<file path="config.mk">
export PLATFORM = sky130hd
export DESIGN_NAME = mvr_seq
export DESIGN_NICKNAME = d
export VERILOG_FILES = /design/src/rtl/core/mvr_pkg.sv /design/src/rtl/core/mvr_seq.sv
export SDC_FILE = /design/constraint.sdc
export NUM_CORES = 1
export LEC_CHECK = 0
export BUFFER_PORTS_ARGS = -buffer_cell sky130_fd_sc_hd__buf_2
export CAP_MARGIN = 20
export CORE_MARGIN = 1
export CORE_UTILIZATION = 30
export DETAILED_ROUTE_END_ITERATION = 10
export PLACE_DENSITY = 0.44
export SLEW_MARGIN = 40
export SYNTH_ARGS = -nofsm -noshare
export SYNTH_HDL_FRONTEND = slang
export SYNTH_SLANG_ARGS = --single-unit
</file>
<file path="constraint.sdc">
create_clock -name clk_i -period 10.75 [get_ports clk_i]
set_input_delay 1.6125 -clock clk_i [delete_from_list [all_inputs] [get_ports clk_i]]
set_output_delay 1.6125 -clock clk_i [all_outputs]
set_load 0.02 [all_outputs]
</file>
<file path="src/rtl/core/mvr_pkg.sv">
// Shared types, constants and helpers for the multigrid volume restriction block.
package mvr_pkg;

  localparam int unsigned CFG_W       = 8;
  localparam int unsigned CFG_IDX_W   = 3;
  localparam int unsigned CP_W        = 7;
  localparam int unsigned CELL_W      = 10;
  localparam int unsigned FI_W        = 7;
  localparam int unsigned MAX_CELLS_I = 128;
  localparam int unsigned CMP_W       = 12;
  localparam int unsigned QDEPTH      = 8;
  localparam int unsigned QPTR_W      = $clog2(QDEPTH);
  localparam int unsigned QCNT_W      = $clog2(QDEPTH + 1);

  typedef enum logic [CFG_IDX_W-1:0] {
    REG_FINE_J   = 3'd0,
    REG_FINE_K   = 3'd1,
    REG_FINE_I   = 3'd2,
    REG_COARSE_J = 3'd3,
    REG_COARSE_K = 3'd4,
    REG_COARSE_I = 3'd5
  } cfg_reg_e;

  typedef enum logic [3:0] {
    SEL_MAIN   = 4'b0001,
    SEL_GHOSTJ = 4'b0010,
    SEL_GHOSTK = 4'b0100,
    SEL_CORNER = 4'b1000
  } res_sel_e;

  typedef struct packed {
    logic [CP_W-1:0] cpj;
    logic [CP_W-1:0] cpk;
    logic [CP_W-1:0] cpi;
  } coarse_cfg_t;

  typedef struct packed {
    logic j_odd;
    logic row_go;
    logic k_odd;
    logic plane_go;
    logic i_odd;
    logic emit;
  } step_flags_t;

  typedef struct packed {
    logic [CP_W-1:0] jj;
    logic [CP_W-1:0] kk;
    logic [CP_W-1:0] ii;
    logic            gj;
    logic            gk;
  } res_tag_t;

  function automatic logic [CELL_W-1:0] cell_count(input logic [CFG_W-1:0]  pts,
                                                   input logic [CELL_W-1:0] maxc);
    logic [CELL_W-1:0] c;
    c = (pts >= CFG_W'(2)) ? (CELL_W'(pts) - CELL_W'(1)) : CELL_W'(1);
    return (c > maxc) ? maxc : c;
  endfunction

endpackage

</file>
<file path="src/rtl/core/mvr_seq.sv">
// Configuration registers and fine-mesh raster counters.
module mvr_seq #(
  parameter int unsigned MAX_COARSE_J = 64,
  parameter int unsigned MAX_COARSE_K = 64,
  localparam int unsigned FJ_W = $clog2(2 * MAX_COARSE_J),
  localparam int unsigned FK_W = $clog2(2 * MAX_COARSE_K)
) (
  input  logic                           clk_i,
  input  logic                           rst_ni,
  input  logic                           cfg_we_i,
  input  logic [mvr_pkg::CFG_IDX_W-1:0]  cfg_idx_i,
  input  logic [mvr_pkg::CFG_W-1:0]      cfg_wdata_i,
  input  logic                           acc_i,
  output logic [FJ_W-1:0]                jc_o,
  output logic [FK_W-1:0]                kc_o,
  output logic [mvr_pkg::FI_W-1:0]       ic_o,
  output mvr_pkg::step_flags_t           flags_o,
  output mvr_pkg::coarse_cfg_t           ccfg_o
);
  import mvr_pkg::*;

  logic [CFG_W-1:0]  fpj_q, fpk_q, fpi_q;
  logic [CP_W-1:0]   cpj_q, cpk_q, cpi_q;
  logic [FJ_W-1:0]   cnt_j_q, cnt_j_d;
  logic [FK_W-1:0]   cnt_k_q, cnt_k_d;
  logic [FI_W-1:0]   cnt_i_q, cnt_i_d;
  logic [CELL_W-1:0] cj, ck, ci;
  logic              j_end, k_end, i_end;
  logic              restart;

  assign cj = cell_count(fpj_q, CELL_W'(2 * MAX_COARSE_J));
  assign ck = cell_count(fpk_q, CELL_W'(2 * MAX_COARSE_K));
  assign ci = cell_count(fpi_q, CELL_W'(MAX_CELLS_I));

  assign j_end = (CELL_W'(cnt_j_q) + CELL_W'(1)) >= cj;
  assign k_end = (CELL_W'(cnt_k_q) + CELL_W'(1)) >= ck;
  assign i_end = (CELL_W'(cnt_i_q) + CELL_W'(1)) >= ci;

  always_comb begin
    restart = 1'b0;
    if (cfg_we_i) begin
      unique case (cfg_reg_e'(cfg_idx_i))
        REG_FINE_J, REG_FINE_K, REG_FINE_I,
        REG_COARSE_J, REG_COARSE_K, REG_COARSE_I: restart = 1'b1;
        default: restart = 1'b0;
      endcase
    end
  end

  always_comb begin
    cnt_j_d = cnt_j_q;
    cnt_k_d = cnt_k_q;
    cnt_i_d = cnt_i_q;
    if (restart) begin
      cnt_j_d = '0;
      cnt_k_d = '0;
      cnt_i_d = '0;
    end else if (acc_i) begin
      cnt_j_d = j_end ? '0 : cnt_j_q + FJ_W'(1);
      if (j_end) begin
        cnt_k_d = k_end ? '0 : cnt_k_q + FK_W'(1);
        if (k_end) begin
          cnt_i_d = i_end ? '0 : cnt_i_q + FI_W'(1);
        end
      end
    end
  end

  always_ff @(posedge clk_i or negedge rst_ni) begin
    if (!rst_ni) begin
      fpj_q   <= CFG_W'(17);
      fpk_q   <= CFG_W'(17);
      fpi_q   <= CFG_W'(17);
      cpj_q   <= CP_W'(9);
      cpk_q   <= CP_W'(9);
      cpi_q   <= CP_W'(9);
      cnt_j_q <= '0;
      cnt_k_q <= '0;
      cnt_i_q <= '0;
    end else begin
      cnt_j_q <= cnt_j_d;
      cnt_k_q <= cnt_k_d;
      cnt_i_q <= cnt_i_d;
      if (cfg_we_i) begin
        unique case (cfg_reg_e'(cfg_idx_i))
          REG_FINE_J:   fpj_q <= cfg_wdata_i;
          REG_FINE_K:   fpk_q <= cfg_wdata_i;
          REG_FINE_I:   fpi_q <= cfg_wdata_i;
          REG_COARSE_J: cpj_q <= cfg_wdata_i[CP_W-1:0];
          REG_COARSE_K: cpk_q <= cfg_wdata_i[CP_W-1:0];
          REG_COARSE_I: cpi_q <= cfg_wdata_i[CP_W-1:0];
          default: ;
        endcase
      end
    end
  end

  assign jc_o = cnt_j_q >> 1;
  assign kc_o = cnt_k_q >> 1;
  assign ic_o = cnt_i_q >> 1;

  assign flags_o.j_odd    = cnt_j_q[0];
  assign flags_o.row_go   = cnt_j_q[0] | j_end;
  assign flags_o.k_odd    = cnt_k_q[0];
  assign flags_o.plane_go = cnt_k_q[0] | k_end;
  assign flags_o.i_odd    = cnt_i_q[0];
  assign flags_o.emit     = cnt_i_q[0] | i_end;

  assign ccfg_o.cpj = cpj_q;
  assign ccfg_o.cpk = cpk_q;
  assign ccfg_o.cpi = cpi_q;

endmodule

</file>
After elaboration in Yosys (flattened, before gate mapping):

Cells that the tools add are included.

* flip-flop bits (word level): 66
* logic and storage cells: 68
* input bits: 15

* add/subtract/negate cells: 9
* equality and inequality tests: 5
* bitwise operators: 3
* mux-type cells: 20
* order comparisons: 9
* reductions and logical operators: 13

Operator list (count)
* $mux W7: 12
* $mux W10: 6
* $ge A8 B10 Y1: 3
* $gt A10 B8 Y1 const B: 3
* $sub A8 B1 Y9 const B: 3
* $add A7 B1 Y8 const B: 3
* $ge A8 B2 Y1 const B: 3
* $add A7 B1 Y7 const B: 3
* $reduce_and A2 Y1: 7
* $eq A3 B2 Y1 const B: 2
* $eq A3 B3 Y1 const B: 2
* $reduce_bool A2 Y1: 3
* $reduce_or A6 Y1: 1
* $eq A3 B1 Y1 const B: 1
* $logic_not A3 Y1: 1
* $or A1 B1 Y1: 3
* $reduce_and A3 Y1: 1
* $mux W1: 2

Logic depth before layout (Yosys ltp):

* depth after elaboration: 10
* gate-level depth with buffers: 16
* gate-level depth less buffers: 15

Worst setup path before layout:

Ideal clock, no wire load.

* path type: reg-to-output
* from: register fpj_q[0]
* to: output flags_o[4] in the netlist's numbering
* buffers on the path: 0
* cell stages (with the launch flop): 12
* arrival time: 3.393 ns
* required time: 9.137 ns
* path slack: 5.745 ns
* cells stage by stage: dfstp_2 > inv_1 > ha_1 > xor2_1 > or3b_1 > or3_1 > o31a_1 > or3_1 > ha_1 > a2111oi_2 > o31a_1 > nand2b_1

RTL lines
* start, declared: RTL line mvr_seq.sv:22 `logic [CFG_W-1:0] fpj_q, fpk_q, fpi_q;`
* start signal, assigned: RTL line mvr_seq.sv:86 `REG_FINE_J: fpj_q <= cfg_wdata_i;`
* end, declared: RTL line mvr_seq.sv:17 `output mvr_pkg::step_flags_t flags_o,`

==> flow_summary.json <==
{
  "fmax_mhz": 176,
  "powerDensity_nw_per_um2": 204,
  "hp-class": "flip-flop to flip-flop",
  "seq_area_frac_synth_pct": 39.7,
  "synth_top_family_by_area": "simple AND/OR/NAND/NOR gates",
  "synth_cell_types": 54,
  "cts_tree": "built",
  "clk_path_buf_depth": 2,
  "grt_first_pass_wirelength_um": 16700,
  "clock-sinks": 66,
  "wl_per_cell_um": 15.0,
  "core_um2": 13500,
  "yosys_register_bits": 66,
  "die_y_um": 120,
  "crit_required_ns": 9.14,
  "synth_compound_area_share_pct": 12.0,
  "worstSetupStartpoint": "fpj_q[0]",
  "worstPathArrival_ns": 4.08,
  "synth_xor_area_share_pct": 6.06,
  "seq_area_um2": 1670,
  "drc": 0,
  "synth_edf_count": 0,
  "yosys.area_share.simple_pct": 18.6,
  "hold_viol_final": 0,
  "dr_total_vias": 3292,
  "drtPass1Iterations": 4,
  "dieArea_um2": 14500,
  "p_leak_nw": 2.28,
  "synthAdderAreaFrac_pct": 9.84,
  "fin_worst_skew_ns": 0.00551,
  "grt_usage_pct": 14.8,
  "critPathMaxFanout": 9,
  "htree_num_levels": 3,
  "r2r-start": "fpj_q[0]",
  "cts_resized": 0,
  "finalPower_mw": 1.02,
  "core.rowCount": 42,
  "gp_congestion": 0.787,
  "nets": 529,
  "ctsRootBufferMaster": "clkbuf_16",
  "die_x_um": 120,
  "ir_drop_uv": 82.1,
  "antenna_cells": 0,
  "muxShareOfSynthArea_pct": 10.7,
  "min_period_ns": 5.69,
  "dp_hpwl_um": 7200,
  "grt_pass1_vias": 3258,
  "numPortBuffers": 59,
  "dr.first_iter.drc_count": 138,
  "synthArstFlopShare_pct": 100,
  "timing.final.crit_share_pct": 53.0,
  "setup_violations": 0,
  "ioPinCount": 63,
  "avgViaCountPerCell": 4.97,
  "maxSlewHeadroom_pct": 45.0,
  "synth_ff_type": "dfrtp_1",
  "start_util_pct": 31.2,
  "postRouteAntennaNets": 0,
  "synthCells": 420,
  "critPathCaptureType": "output port",
  "hold_buffers": 0,
  "rrSetupSlack_ns": 6.35,
  "wl_um": 9950,
  "syn-mean-instance-area_um2": 9.99,
  "cts_buffers": 9,
  "grt_setup_unrepaired": "false",
  "crit_type": "flip-flop to output port",
  "fin_tns_setup_ns": 0,
  "hold_path_startpoint": "cpj_q[2]",
  "clock_latency_ns": 0.33,
  "ys.warnings.count": 0,
  "multi_input_area_um2": 2430,
  "area_growth_pct": 19.6,
  "drive_gt1_share_pct": 29.6,
  "tightest_slew_ns": 0.825,
  "clk_pin_slew_ns": 0.06,
  "synth_area_um2": 4190,
  "status": "complete, no violations",
  "finalMaxSlewViolations": 0,
  "gr-total-overflow": 0,
  "cts_setup_buffers": 0,
  "antenna_found_initial": 0,
  "fillers": 1398,
  "grt_max_degree": 67,
  "worstSetupStartpointType": "flip-flop",
  "drv_cap": 0
}
==> metrics by stage <==
stage                     utilization, %  cell area [um^2]  hold slack (ns)  setup WS, ns  instances
after detailed placement            34.8              4690            0.488          5.44        646
final                               37.3              5010            0.501          5.06        662
after global routing                37.3              5010            0.518          4.85        662
after CTS                           37.2              5010            0.507          5.05        662
after global placement              34.7              4670            0.485          5.51        646
after floorplan                        -              4200            0.516          5.74        422
==> per-layer routing <==
| metal | part of all wire (%) | global-route usage, % | vias to the layer above |
|---|---|---|---|
| met2 | 45 | 22.7 | 69 |
| met3 | 3.5 | 2.78 | 12 |
| met5 | 0 | 0 | - |
| met4 | 1.4 | 5.71 | 0 |
| met1 | 50 | 20.5 | 1568 |
| li1 | - | - | 1643 |
==> critical path: stages (launching register included) <==
cell and delay [ns]:
dfstp_2 0.53, inv_1 0.09, ha_1 0.25, xor2_1 0.19
or3b_1 0.37, or3_1 0.33, o31a_1 0.26, or3_1 0.37
ha_1 0.30, a2111oi_2 0.39, o31a_1 0.41, nand2b_1 0.08
buf_2 0.16
==> path summary, 6_finish.rpt <==
| check | depth (start not counted) | to |
|---|---|---|
| setup / recovery | 12 | flags_o[4] |
| hold / removal | 1 | cpj_q[2] |
| setup reg to reg | 12 | cnt_i_q[6] |
| hold reg to reg | 1 | cpj_q[2] |
| max in group asynchronous | 2 | fpi_q[7] |
| min in group asynchronous | 2 | cnt_k_q[2] |
==> where the power goes <==
| group | leakage [nW] | switching (mW) | internal (mW) | total, mW |
|---|---|---|---|---|
| registers | 0.813 | 0.0537 | 0.300 | 0.354 |
| clock network | 0.157 | 0.117 | 0.205 | 0.322 |
| logic | 1.31 | 0.197 | 0.151 | 0.347 |
| total | 2.28 | 0.368 | 0.656 | 1.02 |
==> sequential cells by signal, indices dropped and copies added, names as in the netlist <==
register / cells
fpj_q: 8
cnt_j_q: 7
cnt_k_q: 7
cpk_q: 7
cnt_i_q: 7
fpk_q: 8
cpj_q: 7
fpi_q: 8
cpi_q: 7
==> logic make-up (layout without fill, tap and decap cells) <==
kind of cell	count (synthesis)	after routing
AND/OR/NAND/NOR	154	154
adder cells (fa/ha/maj)	33	33
other	1	3
buffers and inverters	27	91
flip-flops	66	66
XOR/XNOR	29	29
AO/OA/AOI/OAI	70	70
multiplexers	40	40
==> synthesized netlist by cell type, types with 2 or more instances <==
cell type	count	area [um^2]
a21o_1	4	30.0
a21oi_1	15	75.1
a31oi_1	2	12.5
a32o_1	9	90.1
and2_1	2	12.5
and3_1	3	18.8
buf_2	3	15.0
buf_4	3	22.5
clkbuf_1	8	30.0
dfrtp_1	54	1350
dfstp_2	12	315
ha_1	33	413
inv_1	12	45.0
mux2_2	39	439
nand2_1	53	199
nand2b_1	12	75.1
nand3_1	17	85.1
nand4_1	5	31.3
nand4b_1	2	17.5
nor2_1	23	86.3
nor3_1	9	45.0
nor4_1	6	37.5
nor4bb_1	2	20.0
o21a_1	2	15.0
o21ai_0	16	80.1
o22ai_1	3	18.8
o31a_1	3	26.3
o31ai_1	2	15.0
o32ai_1	2	17.5
or2_2	5	31.3
or3_1	5	31.3
or4_1	5	37.5
xnor2_1	18	158
xor2_1	11	96.3
==> cell usage in the layout (no fill, tap or decap), types with 3 or more instances in the layout <==
cell type   n
buf_2      59
dfrtp_1    54
nand2_1    53
mux2_2     39
ha_1       33
nor2_1     23
xnor2_1    18
nand3_1    17
o21ai_0    16
a21oi_1    15
inv_1      12
nand2b_1   12
dfstp_2    12
xor2_1     11
nor3_1      9
a32o_1      9
clkbuf_16   9
or4_1       5
nand4_1     5
nor4_1      5
or3_1       5
or2_2       5
a21o_1      4
o22ai_1     3
and3_1      3
o31a_1      3
conb_1      3
inv_6       3
buf_4       3
==> area by class of cell <==
cell class,instances,share of cell area [%]
Clock inverter,7,1.97
Tap cell,176,4.39
Multi-Input combinational cell,329,48.5
Inverter,12,0.898
Clock buffer,9,4.49
Sequential cell,66,33.2
Timing Repair Buffer,63,6.56
Note: power is estimated with default switching activity, not from simulation.
