### src/rtl/core/mvr_pkg.sv
// Shared types, constants and helpers for the multigrid volume restriction block.
package mvr_pkg;

  localparam int unsigned CFG_W       = 8;
  localparam int unsigned CFG_IDX_W   = 3;
  localparam int unsigned CP_W        = 7;
  localparam int unsigned CELL_W      = 10;
  localparam int unsigned FI_W        = 7;
  localparam int unsigned MAX_CELLS_I = 128;
  localparam int unsigned CMP_W       = 12;
  localparam int unsigned QDEPTH      = 8;
  localparam int unsigned QPTR_W      = $clog2(QDEPTH);
  localparam int unsigned QCNT_W      = $clog2(QDEPTH + 1);

  typedef enum logic [CFG_IDX_W-1:0] {
    REG_FINE_J   = 3'd0,
    REG_FINE_K   = 3'd1,
    REG_FINE_I   = 3'd2,
    REG_COARSE_J = 3'd3,
    REG_COARSE_K = 3'd4,
    REG_COARSE_I = 3'd5
  } cfg_reg_e;

  typedef enum logic [3:0] {
    SEL_MAIN   = 4'b0001,
    SEL_GHOSTJ = 4'b0010,
    SEL_GHOSTK = 4'b0100,
    SEL_CORNER = 4'b1000
  } res_sel_e;

  typedef struct packed {
    logic [CP_W-1:0] cpj;
    logic [CP_W-1:0] cpk;
    logic [CP_W-1:0] cpi;
  } coarse_cfg_t;

  typedef struct packed {
    logic j_odd;
    logic row_go;
    logic k_odd;
    logic plane_go;
    logic i_odd;
    logic emit;
  } step_flags_t;

  typedef struct packed {
    logic [CP_W-1:0] jj;
    logic [CP_W-1:0] kk;
    logic [CP_W-1:0] ii;
    logic            gj;
    logic            gk;
  } res_tag_t;

  function automatic logic [CELL_W-1:0] cell_count(input logic [CFG_W-1:0]  pts,
                                                   input logic [CELL_W-1:0] maxc);
    logic [CELL_W-1:0] c;
    c = (pts >= CFG_W'(2)) ? (CELL_W'(pts) - CELL_W'(1)) : CELL_W'(1);
    return (c > maxc) ? maxc : c;
  endfunction

endpackage

### src/rtl/core/mvr_outq.sv
// Result queue that expands each coarse value into its interior and ghost copies.
module mvr_outq #(
  parameter int unsigned VOLUME_BITS = 32
) (
  input  logic                        clk_i,
  input  logic                        rst_ni,
  input  logic                        push_i,
  input  logic [VOLUME_BITS+2:0]      push_vol_i,
  input  mvr_pkg::res_tag_t           push_tag_i,
  input  logic [1:0]                  pending_i,
  input  mvr_pkg::coarse_cfg_t        ccfg_i,
  output logic                        stall_o,
  output logic                        out_valid_o,
  input  logic                        out_stall_i,
  output logic [VOLUME_BITS+2:0]      coarse_volume_o,
  output logic [mvr_pkg::CP_W-1:0]    coarse_j_o,
  output logic [mvr_pkg::CP_W-1:0]    coarse_k_o,
  output logic [mvr_pkg::CP_W-1:0]    coarse_i_o,
  output logic                        last_of_run_o
);
  import mvr_pkg::*;

  logic [VOLUME_BITS+2:0] vol_q [QDEPTH];
  res_tag_t               tag_q [QDEPTH];
  logic [QPTR_W-1:0]      wptr_q, rptr_q;
  logic [QCNT_W-1:0]      count_q;
  res_sel_e               sel_q, sel_d;
  res_tag_t               head;
  logic                   take, last, pop;

  assign head = tag_q[rptr_q];

  always_comb begin
    unique case (sel_q)
      SEL_MAIN:   last = ~head.gj & ~head.gk;
      SEL_GHOSTJ: last = ~head.gk;
      SEL_GHOSTK: last = ~head.gj;
      SEL_CORNER: last = 1'b1;
      default:    last = 1'b1;
    endcase
  end

  assign out_valid_o = (count_q != '0);
  assign take        = out_valid_o & ~out_stall_i;
  assign pop         = take & last;

  always_comb begin
    sel_d = sel_q;
    if (take) begin
      if (last) begin
        sel_d = SEL_MAIN;
      end else begin
        unique case (sel_q)
          SEL_MAIN:   sel_d = head.gj ? SEL_GHOSTJ : SEL_GHOSTK;
          SEL_GHOSTJ: sel_d = SEL_GHOSTK;
          SEL_GHOSTK: sel_d = SEL_CORNER;
          default:    sel_d = SEL_MAIN;
        endcase
      end
    end
  end

  always_ff @(posedge clk_i or negedge rst_ni) begin
    if (!rst_ni) begin
      wptr_q  <= '0;
      rptr_q  <= '0;
      count_q <= '0;
      sel_q   <= SEL_MAIN;
    end else begin
      sel_q   <= sel_d;
      count_q <= count_q + QCNT_W'(push_i) - QCNT_W'(pop);
      if (push_i) begin
        wptr_q <= wptr_q + QPTR_W'(1);
      end
      if (pop) begin
        rptr_q <= rptr_q + QPTR_W'(1);
      end
    end
  end

  always_ff @(posedge clk_i) begin
    if (push_i) begin
      vol_q[wptr_q] <= push_vol_i;
      tag_q[wptr_q] <= push_tag_i;
    end
  end

  assign stall_o = (count_q + QCNT_W'(pending_i)) >= QCNT_W'(QDEPTH);

  assign coarse_volume_o = vol_q[rptr_q];
  assign coarse_j_o      = (sel_q == SEL_GHOSTJ || sel_q == SEL_CORNER) ? ccfg_i.cpj : head.jj;
  assign coarse_k_o      = (sel_q == SEL_GHOSTK || sel_q == SEL_CORNER) ? ccfg_i.cpk : head.kk;
  assign coarse_i_o      = head.ii;
  assign last_of_run_o   = last;

endmodule

### config.mk
export PLATFORM = sky130hd
export DESIGN_NAME = mvr_outq
export DESIGN_NICKNAME = d
export VERILOG_FILES = /design/src/rtl/core/mvr_pkg.sv /design/src/rtl/core/mvr_outq.sv
export SDC_FILE = /design/constraint.sdc
export NUM_CORES = 1
export LEC_CHECK = 0
export BUFFER_PORTS_ARGS = -buffer_cell sky130_fd_sc_hd__clkbuf_2
export CORE_AREA = 3 3 180 357
export CTS_CLUSTER_SIZE = 10
export DETAILED_ROUTE_END_ITERATION = 10
export DIE_AREA = 0 0 183 360
export SYNTH_ARGS = -nofsm -noshare
export SYNTH_HDL_FRONTEND = slang
export SYNTH_SLANG_ARGS = --single-unit
### constraint.sdc
create_clock -name clk_i -period 13.8 [get_ports clk_i]
set_clock_uncertainty 0.05 [all_clocks]
set_input_delay 0 -clock clk_i [delete_from_list [all_inputs] [get_ports clk_i]]
set_output_delay 0 -clock clk_i [all_outputs]
set_load 0.02 [all_outputs]
# Yosys cells after proc, flatten, opt, wreduce, memory -nomap -nowiden
# Memories as Yosys holds them, arrays and structs flattened.
# Index checks and enable logic that the tools add are counted.
[word_totals]
mem_count = 2
ram_bits = 464
out_inout_bits = 59
wordCells = 33
regBits = 14
inputBits = 85
[mem_list]
columns = ["memory", "depth", "word_bits", "rd", "rd_ports_with_merged_regs", "wr", "line_no", "source"]
rows = [
  ["vol_q", 8, 35, 1, 0, 1, "mvr_outq.sv:23", "logic [VOLUME_BITS+2:0] vol_q [QDEPTH];"],
  ["tag_q", 8, 23, 1, 0, 1, "mvr_outq.sv:24", "res_tag_t tag_q [QDEPTH];"],
]
[op_classes]
magnitude_cmp = 1
n_eq_ne = 4
add_sub_neg = 5
bitwise = 6
reduce_logical = 3
n_mux = 8
[op_table]
columns = ["cell", "n"]
rows = [
  ["$mux W7", 2],
  ["$pmux W4 S3", 1],
  ["$add A3 B1 Y3 const B", 2],
  ["$add A4 B1 Y4", 1],
  ["$add A4 B2 Y4", 1],
  ["$eq A4 B1 Y1 const B", 1],
  ["$eq A4 B2 Y1 const B", 1],
  ["$eq A4 B3 Y1 const B", 1],
  ["$eq A4 B4 Y1 const B", 1],
  ["$ge A4 B4 Y1 const B", 1],
  ["$mux W4", 1],
  ["$reduce_bool A4 Y1", 1],
  ["$sub A4 B1 Y4", 1],
  ["$and A1 B1 Y1", 3],
  ["$mux W3", 1],
  ["$not A1 Y1", 3],
  ["$pmux W1 S3", 1],
  ["$logic_or A1 B1 Y1", 2],
  ["$mux W1", 2],
]

# Longest topological paths before layout
# Gate-level depths: netlist of the first run.
# An unclocked memory read counts as a cell.
[depth]
depth_word = 6
depth_mapped = 13
ltp_nobuf = 13

# Worst setup path after synthesis of the first run
# Ideal clock, no wire load.
[synth_timing]
path_kind = "register to register"
startpoint = "register wptr_q[2]"
endpoint = "memory tag_q[0][0] (netlist name) (enable)"
setup_slack_ns = 8.685
period_less_slack_ns = 5.115
t_arrival_ns = 4.519
path_buffers = 0
t_required_ns = 13.205
stages_incl_launch_ff = 3
setup_time_ns = 0.545
path_cell_list = "dfrtp_1 > nand2b_1 > nor3_1"
[synth_lines]
columns = ["item", "line_no", "source"]
rows = [
  ["from (decl)", "mvr_outq.sv:25", "logic [QPTR_W-1:0] wptr_q, rptr_q;"],
  ["from (signal assigned)", "mvr_outq.sv:73", "wptr_q <= wptr_q + QPTR_W'(1);"],
  ["to (decl)", "mvr_outq.sv:24", ""],
]
# Straight into the memory's write port.

# Worst setup path after layout of the first run
[layout_timing]
startpoint = "register rptr_q[0]"
endpoint = "register count_q[2]"
[layout_via]
elab_chain_len = 6
elab_cells_between_ends = 7
cone_classes = "1 x add/sub; 1 x mux; 4 x bitwise; 1 x memory"
[layout_lines]
columns = ["item", "line_no", "source"]
rows = [
  ["from (decl)", "mvr_outq.sv:25", ""],
  ["from (signal assigned)", "mvr_outq.sv:76", "rptr_q <= rptr_q + QPTR_W'(1);"],
  ["$mem_v2 Z8 W23 *", "n/a", ""],
  ["$not A1 Y1, on equally long branches", "mvr_outq.sv:35, mvr_outq.sv:37, mvr_outq.sv:36", ""],
  ["$and A1 B1 Y1", "mvr_outq.sv:35", "SEL_MAIN: last = ~head.gj & ~head.gk;"],
  ["$pmux W1 S3 *", "mvr_outq.sv:34", "unique case (sel_q)"],
  ["$and A1 B1 Y1 *", "mvr_outq.sv:45", "assign pop = take & last;"],
  ["via pop", "mvr_outq.sv:29", "logic take, last, pop;"],
  ["$sub A4 B1 Y4 *", "mvr_outq.sv:71", "count_q <= count_q + QCNT_W'(push_i) - QCNT_W'(pop);"],
  ["to (signal assigned)", "mvr_outq.sv:71", ""],
  ["to (decl)", "mvr_outq.sv:26", "logic [QCNT_W-1:0] count_q;"],
]
# Mark *: on every way through the listed nets, which the timed path passes. The rest lies on a longest branch.
# A chain may end at the register's enable or synchronous reset.

==> metrics.txt, run 1 <==
final WL 40000 um; IO buf count 136; FMAX 0.238 GHz; Netlist cell types 38; largest net degree at the start of global routing 65; CP Launch Point rptr_q[0]; Total GRT Usage 12.3%; # setup viols final 0; Post-CTS Resized 0; Synth Warn # 0; H-tree Lvls 2; Ports 144; share of layout cells above drive strength 1 36.1%; Seq cells post-synth 478; Via-to-Cell Ratio 4.67; CTS tree yes; syn_nets 897; Synth area leaders edfxtp_1, mux4_2, mux2_2; top-count cell post-synth edfxtp_1; n_diodes 0; critical path fanouts, max 49; Startpoint Class register; unrepaired setup endpoints after global routing false; outcome finished, final reports clean; HP Class primary input to register; vias in the first global route 9552; gr ovfl total 0; main flop type after synthesis edfxtp_1; Cells after DPL 1701; Min Hold Slack 191 ps; CTS root buffer clkbuf_16; Sum Neg Setup Slack 0 ps; CTS max path bufs 3; # rows 129; VDD IR max 0.000135 V; HP Start push_vol_i[4]; clk_lat worst skew 580 ps; post-synth top area cell edfxtp_1; syn_area_per_cell 22.9 um^2; sequential area share after synthesis 77.6%; layout overhead on the synthesized area 20.9%; power consumption 4.77 mW; die height 360 um; # Max-Cap Violations 0; drt first pass iters 4; Tmin final 4200 ps; Crit. End Element register; Synth top cells by count edfxtp_1, mux4_2, mux2_2; max-slew violations 0; leakage power total 7.35 nW; Worst Path Class, Setup register to register; Rel. slew slack 29.6%; share of the synthesized area in the top cell type 75.7%; RR Startpoint rptr_q[0]; core area 62000 um^2; Die Wd 183 um; Wirelength per Cell 21.7 um; Final period util 30.4%; nets 1129; initial antenna violation count 0; Antenna Nets Post-Route 0; required time of the critical path 14210 ps; critical path arrival 4610 ps; DRC errors left 0; first-pass GRT wire length 60400 um; initial core utilization 29.7%; total die area 65900 um^2; via count 8631; RePlAce Congestion 0.665; Syn Std Cell Area 18400 um^2; post-synthesis cell count 802; EDFF count, synth 464; 1st-iter DRT viols 487; asr flop ratio synth 2.93%; endpoints failing hold 0; Clock Sinks 478; Fillers 5751; Setup WS pre-CTS 9400 ps; Post-Layout Cell Count 1848; CTS buffer count 54; power density over the cells 214 nW/um^2; Clock transition at path regs 60 ps; Least-Margin Pin Slew 1060 ps; DP Wirelength 21800 um; post-route setup slack 9600 ps
[cells in the final DEF, fill, tap and decap left out, types with 3 or more instances in the layout]
cell type	synthesis	routed
xnor2_1	6	6
inv_1	8	8
clkbuf_1	18	23
mux2_2	44	44
dfrtp_4	0	3
nand2_1	10	10
ha_1	9	9
a21oi_1	16	16
dlygate4sd3_1	0	63
mux4_2	113	113
nor2_4	0	6
xor2_1	3	3
nand2b_1	4	4
dfrtp_1	13	10
clkbuf_16	0	55
buf_4	1	15
nor2_1	24	18
mux2i_1	21	21
nor2b_1	5	5
edfxtp_1	464	464
clkbuf_2	0	136
[cells by family (layout without fill, tap and decap cells)]
logic type                 Yosys count  after routing  synth area share [%]
adders and majority gates           10             10                 0.721
buffers and inverters               46            306                  1.12
DFF                                478            478                  77.6
and+or+nand+nor                     53             53                  1.34
AOI/OAI and AO/OA                   27             27                  1.03
xor gates and xnor gates             9              9                 0.428
muxes                              179            179                  17.7
[layer usage]
metal | global-route usage (%) | vias to the layer above | wire length [um]
met2 | 22.2 | 194 | 21300
li1 | - | 3801 | -
met1 | 14.7 | 4562 | 16000
met4 | 4.58 | 0 | 1260
met5 | 0 | - | 0
met3 | 1.85 | 74 | 1490
[through the flow]
stage,area [um^2],utilization (%)
detailed placement,20100,32.4
global placement,20100,32.4
floorplan,18400,-
CTS,22200,35.9
finish,22200,35.9
global route,22200,35.9
[where the power goes]
part / leakage [nW] / switching, mW / internal (mW) / total, mW
Sequential: 4.38 / 0.141 / 1.83 / 1.97
Clock: 0.746 / 0.530 / 0.749 / 1.28
Combinational: 2.23 / 0.848 / 0.669 / 1.52
Total: 7.35 / 1.52 / 3.25 / 4.77
[final timing paths]
path / to / slack [ps] / depth (start not counted)
max in group asynchronous: rptr_q[1] / 12130 / 4
min reg2reg: wptr_q[2] / 450 / 1
max reg2reg: count_q[2] / 9600 / 11
min in group asynchronous: sel_q[0] / 420 / 3
min: vol_q[0][4] / 190 / 2
max: count_q[2] / 9600 / 11
[registers in the layout (all words and copies together) (netlist names)]
name,flops
rptr_q,3
vol_q,280
sel_q,4
wptr_q,3
count_q,4
tag_q,184
[worst max-delay path, stage by stage (launching register included)]
cell       delay [ps]
dfrtp_4           900
buf_4             860
mux2_2            310
a2bb2oi_1         230
nand3_1           230
a32oi_4           340
inv_1              70
ha_1              270
inv_1              40
ha_1              200
fa_1              410
xor2_1            170
[final cells by class]
class / count / area (um^2) / share of cell area [%]
Clock inverter: 5 / 71.3 / 0.321
Clock buffer: 79 / 1480 / 6.64
Tap cell: 786 / 983 / 4.42
Sequential cell: 478 / 14300 / 64.3
Multi-Input combinational cell: 278 / 3970 / 17.8
Timing Repair Buffer: 214 / 1420 / 6.40
Inverter: 8 / 30.0 / 0.135
[timing repair]
action                                 CTS  global route
endpoints found under the hold margin  489             0
buffers inserted                         0             0
hold buffers                            63             0
(Power assumes the default switching activity.)
==> inputs of run 2 (changes only) <==
==> constraint.sdc (replaced) <==
create_clock -name clk_i -period 4 [get_ports clk_i]
set_clock_uncertainty 0.05 [all_clocks]
set_input_delay 0 -clock clk_i [delete_from_list [all_inputs] [get_ports clk_i]]
set_output_delay 0 -clock clk_i [all_outputs]
set_load 0.02 [all_outputs]
==> metrics.txt, run 2 (same netlist as run 1, synthesis figures left out) <==
vias in the first global route 9595 (was 9552); Total GRT Usage 12.4% (was 12.3%); CTS root buffer clkbuf_16 (unchanged); initial antenna violation count 1 (was 0); # rows 129 (unchanged); outcome finished, final reports clean (unchanged); final WL 40500 um (was 40000 um); nets 1135 (was 1129); cell internal pwr 11.2 mW (was 3.25 mW); Sw Share 32.1% (was 31.8%); Crit. End Element output port (was register); CP Launch Point rptr_q[0] (unchanged); Post-CTS Setup Repair Bufs 0 (unchanged); Switching Power 5.28 mW (was 1.52 mW); Tmin final 3540 ps; most common cell after layout, fill and taps aside edfxtp_1 (unchanged); Most flops, register vol_q (unchanged); Rel. slew slack 35.4% (was 29.6%); Clock transition at path regs 60 ps (about the same); FMAX 0.282 GHz; via count 8667 (was 8631); critical-path cell list buf_4 > buf_6 > mux4_2 > mux2_2 > clkbuf_2 (was buf_4 > mux2_2 > a2bb2oi_1 > nand3_1 > a32oi_4 > inv_1 > ha_1 > inv_1 > ha_1 > fa_1 > xor2_1); critical path arrival 3490 ps (was 4610 ps); Wirelength per Cell 21.8 um (was 21.7 um); Ports 144 (unchanged); first-pass GRT wire length 61100 um (was 60400 um); HP Start push_tag_i[13] (was push_vol_i[4]); gr ovfl total 0 (unchanged); most frequent cells in the layout edfxtp_1, clkbuf_2, mux4_2 (unchanged); VDD IR max 0.000434 V (was 0.000135 V); Setup WS pre-CTS 657 ps (was 9400 ps); Final period util 88.6%; Largest register FFs 280 (unchanged); CTS tree yes (unchanged); Least-Margin Pin Slew 965 ps (was 1060 ps); DP Area 20200 um^2 (was 20100 um^2); H-tree Lvls 2 (unchanged); WHS Path Cells 2 (unchanged); Fillers 5791 (was 5751); Post-Layout Cell Count 1857 (was 1848); Startpoint Class register (unchanged); Cells after DPL 1707 (was 1701); Clk pwr share 26.4% (was 26.8%); total die area 65900 um^2 (unchanged); core area 62000 um^2 (unchanged); unrepaired setup endpoints after global routing false (unchanged); required time of the critical path 3950 ps (was 14210 ps); power density over the cells 737 nW/um^2 (was 214 nW/um^2); max-slew violations 0 (unchanged); endpoints failing hold 0 (unchanged); layout overhead on the synthesized area 21.6% (was 20.9%); Critical Path Max Stage Delay 630 ps (was 900 ps); Min Hold Slack 191 ps (about the same); DP Wirelength 23100 um (was 21800 um); Die Wd 183 um (unchanged); Comb pwr share 32.8% (was 31.8%); power consumption 16.5 mW (was 4.77 mW); CTS buffer count 54 (unchanged); Via-to-Cell Ratio 4.67 (about the same); CTS max path bufs 3 (unchanged); critical path fanouts, max 43 (was 49); final core occ 36.1% (was 35.9%); Worst Path Class, Setup register to output port (was register to register); RR Startpoint rptr_q[1] (was rptr_q[0]); reg2reg path depth 10 (was 11); clk_lat worst skew 580 ps (about the same); post-layout instance area 22400 um^2 (was 22200 um^2); # Max-Cap Violations 0 (unchanged); Endpoint, Worst Hold tag_q[2][13] (was vol_q[0][4]); biggest regs vol_q (280), tag_q (184) (unchanged); post-route setup slack 456 ps (was 9600 ps); RePlAce Congestion 0.671 (was 0.665); HP Class primary input to register (unchanged); drt first pass iters 4 (unchanged); flop2flop setup slack 870 ps (was 9600 ps); 1st-iter DRT viols 418 (was 487); Seq pwr share 40.8% (was 41.4%); Antenna Nets Post-Route 0 (unchanged); largest net degree at the start of global routing 47 (was 65); Worst path slowest cell buf_6 (was dfrtp_4); Clock Sinks 478 (unchanged); # setup viols final 0 (unchanged); reg2reg end count_q[2] (unchanged); DRC errors left 0 (unchanged); share of layout cells above drive strength 1 36.2% (was 36.1%); initial core utilization 29.7% (unchanged); die height 360 um (unchanged); leakage power total 7.39 nW (was 7.35 nW); Sum Neg Setup Slack 0 ps (unchanged); IO buf count 136 (unchanged)
## run 2: cell count changes in the layout (fill, tap and decap cells not counted), sizes merged
cell      delta
bufinv       -1
clkbuf       +4
diode        +1
clkinv       -4
buf          +6
inv          +2
clkinvlp     +1
## run 2: metal layers
| layer | wire (um) | vias to the layer above | global-route usage, % | share of wire, % |
|---|---|---|---|---|
| met5 | 0 | - | 0 | 0 |
| met4 | 1170 | 0 | 4.49 | 2.9 |
| met3 | 1590 | 72 | 1.91 | 3.9 |
| met2 | 21700 | 219 | 22.7 | 54 |
| met1 | 16000 | 4546 | 14.6 | 40 |
| li1 | - | 3830 | - | - |
## run 2: final cells by class
cell class | instances | area (um^2) | area share [%]
multi-input combinational | 278 | 3980 | 17.8
inverter | 8 | 30.0 | 0.134
sequential | 478 | 14300 | 63.9
antenna | 1 | 2.50 | 0.0112
clock buffer | 83 | 1480 | 6.62
clock inverter | 3 | 36.3 | 0.162
timing repair buffer | 220 | 1560 | 6.98
tap | 786 | 983 | 4.40
## run 2: timing repair
action	in CTS	in global routing
hold endpoints to repair	489	0
setup endpoints to repair	0	21
gates resized for setup	0	1
hold buffers	63	0
## run 2: worst max path at each step
| stage | end | cells past startpoint | slack [ps] |
|---|---|---|---|
| after global placement | coarse_j_o[0] | 6 | 670 |
| after global routing | coarse_j_o[0] | 6 | 130 |
| after CTS | coarse_j_o[1] | 6 | 30 |
| final | coarse_volume_o[10] | 5 | 460 |
| after detailed placement | coarse_j_o[1] | 6 | 660 |
| after floorplan | tag_q[2][0] | 2 | 410 |
## run 2: power by group through the flow
stage / Combinational, mW / Sequential, mW / Clock, mW
after detailed placement: 5.53 / 6.84 / 0
after floorplan: 3.93 / 6.59 / 0
after CTS: 5.60 / 6.74 / 4.51
after global placement: 5.48 / 6.79 / 0
after global routing: 5.88 / 6.79 / 4.69
final: 5.40 / 6.72 / 4.36
## run 2: worst max-delay path: cells and delay by family, from the launching register on
family	cells	cell delay, ps
buffers and inverters	3	1410
DFF	1	560
muxes	2	930
==> inputs of run 3 (changes only) <==
--- a/config.mk
+++ b/config.mk
@@ -6,10 +6,13 @@
 export NUM_CORES = 1
 export LEC_CHECK = 0
 export BUFFER_PORTS_ARGS = -buffer_cell sky130_fd_sc_hd__clkbuf_2
+export CELL_PAD_IN_SITES_DETAIL_PLACEMENT = 0
+export CELL_PAD_IN_SITES_GLOBAL_PLACEMENT = 1
 export CORE_AREA = 3 3 180 357
 export CTS_CLUSTER_SIZE = 10
 export DETAILED_ROUTE_END_ITERATION = 10
 export DIE_AREA = 0 0 183 360
+export PLACE_DENSITY_LB_ADDON = 0.1
 export SYNTH_ARGS = -nofsm -noshare
 export SYNTH_HDL_FRONTEND = slang
 export SYNTH_SLANG_ARGS = --single-unit
==> metrics.txt, run 3 (same netlist as run 1, synthesis figures left out) <==
power consumption 16.4 mW (was 16.5 mW); most common cell after layout, fill and taps aside edfxtp_1 (unchanged); Final period util 83.7% (was 88.6%); DRC errors left 0 (unchanged); clk_lat worst skew 560 ps (was 580 ps); total die area 65900 um^2 (unchanged); Min Hold Slack 184 ps (was 191 ps); FMAX 0.299 GHz (was 0.282 GHz); unrepaired setup endpoints after global routing false (unchanged); # setup viols final 0 (unchanged); reg2reg end count_q[2] (unchanged); biggest regs vol_q (280), tag_q (184) (unchanged); Total GRT Usage 13.2% (was 12.4%); largest net degree at the start of global routing 59 (was 47); most frequent cells in the layout edfxtp_1, clkbuf_2, mux4_2 (unchanged); Critical Path Max Stage Delay 820 ps (was 630 ps); CTS max path bufs 3 (unchanged); final WL 43300 um (was 40500 um); power density over the cells 737 nW/um^2 (about the same); Crit path max-delay family buffers and inverters (unchanged); Antenna Nets Post-Route 0 (unchanged); initial antenna violation count 3 (was 1); Clock transition at path regs 60 ps (about the same); Worst path slowest cell buf_4 (was buf_6); RePlAce Congestion 0.672 (was 0.671); required time of the critical path 3950 ps (about the same); DP Wirelength 22000 um (was 23100 um); gr ovfl total 0 (unchanged); CTS tree yes (unchanged); Worst setup endpoint coarse_j_o[0] (was coarse_volume_o[10]); first-pass GRT wire length 64600 um (was 61100 um); H-tree Lvls 2 (unchanged); Largest register FFs 280 (unchanged); CTS buffer count 53 (was 54); Critical Path Stages 5 (unchanged); share of layout cells above drive strength 1 36.0% (was 36.2%); Ports 144 (unchanged); drt first pass iters 4 (unchanged); Least-Margin Pin Slew 1010 ps (was 965 ps); Wirelength per Cell 23.5 um (was 21.8 um); Most flops, register vol_q (unchanged); CP Launch Point rptr_q[0] (unchanged); Startpoint Class register (unchanged); HP Class primary input to register (unchanged); Clock Sinks 478 (unchanged); outcome finished, final reports clean (unchanged); Crit. End Element output port (unchanged); critical-path cell list buf_4 > mux4_2 > mux2i_1 > a21oi_1 > clkbuf_2 (was buf_4 > buf_6 > mux4_2 > mux2_2 > clkbuf_2); nets 1129 (was 1135); flop2flop setup slack 880 ps (was 870 ps); critical path fanouts, max 46 (was 43); # rows 129 (unchanged); VDD IR max 0.000418 V (was 0.000434 V); DP Area 20200 um^2 (about the same); post-layout instance area 22200 um^2 (was 22400 um^2); Fillers 5831 (was 5791); via count 8656 (was 8667); Via-to-Cell Ratio 4.70 (was 4.67); Worst Path Class, Setup register to output port (unchanged); Sum Neg Setup Slack 0 ps (unchanged); # Max-Cap Violations 0 (unchanged); Tmin final 3350 ps (was 3540 ps); core area 62000 um^2 (unchanged); reg2reg path depth 12 (was 10); max-slew violations 0 (unchanged); die height 360 um (unchanged); initial core utilization 29.7% (unchanged); Post-CTS Resized 0 (unchanged); vias in the first global route 9679 (was 9595); RR Startpoint count_q[2] (was rptr_q[1]); Rel. slew slack 32.5% (was 35.4%); layout overhead on the synthesized area 20.8% (was 21.6%); leakage power total 7.32 nW (was 7.39 nW); critical path arrival 3300 ps (was 3490 ps); IO buf count 136 (unchanged); 1st-iter DRT viols 418 (unchanged); CTS root buffer clkbuf_16 (unchanged); Die Wd 183 um (unchanged); endpoints failing hold 0 (unchanged); worst path buffer plus inverter count 2 (was 3)
==> run 3: cell types whose count changed in the layout (fill, tap and decap cells not counted), sizes merged <==
cell / delta
buf: -5
diode: +2
clkinvlp: -1
clkbuf: -10
==> run 3: stage by stage <==
| step | worst slack [ps] | instances | util, % |
|---|---|---|---|
| floorplan | 407 | 802 | - |
| global placement | 875 | 1702 | 32.6 |
| detailed placement | 850 | 1702 | 32.6 |
| CTS | 452 | 1840 | 35.9 |
| global route | 338 | 1842 | 35.9 |
| finish | 654 | 1843 | 35.9 |
==> run 3: repair_timing <==
action,in CTS,in global routing
buffers inserted,0,0
hold endpoints to repair,488,0
hold buffers,63,0
==> run 3: worst min-delay path by stage <==
stage	from	endpoint	slack (ps)	cells after the start
after detailed placement	rst_ni	count_q[3]	-100	1
after CTS	push_vol_i[16]	vol_q[7][16]	140	2
after global routing	push_vol_i[23]	vol_q[5][23]	200	2
after global placement	rst_ni	count_q[3]	-90	1
final	push_vol_i[16]	vol_q[5][16]	180	2
after floorplan	rst_ni	count_q[0]	-350	0
==> run 3: layout make-up <==
class                      count  area [um^2]  share of cell area, %
sequential                   478        14300                   64.3
inverter                       8         30.0                  0.135
clock inverter                 2         17.5                 0.0788
tap                          786          983                   4.42
multi-input combinational    278         3980                   17.9
antenna                        3         7.51                 0.0338
clock buffer                  73         1400                   6.30
timing repair buffer         215         1520                   6.83
==> run 3: routing by layer <==
metal	part of all wire, %	track usage [%]
met4	2.3	3.93
met2	52	23.3
met5	0	0
met3	3.8	2.27
met1	42	16.7
==> run 3: power by group <==
group | switching, mW | internal (mW) | total [mW]
Sequential | 0.372 | 6.32 | 6.69
Combinational | 3.12 | 2.35 | 5.47
Clock | 1.83 | 2.39 | 4.22
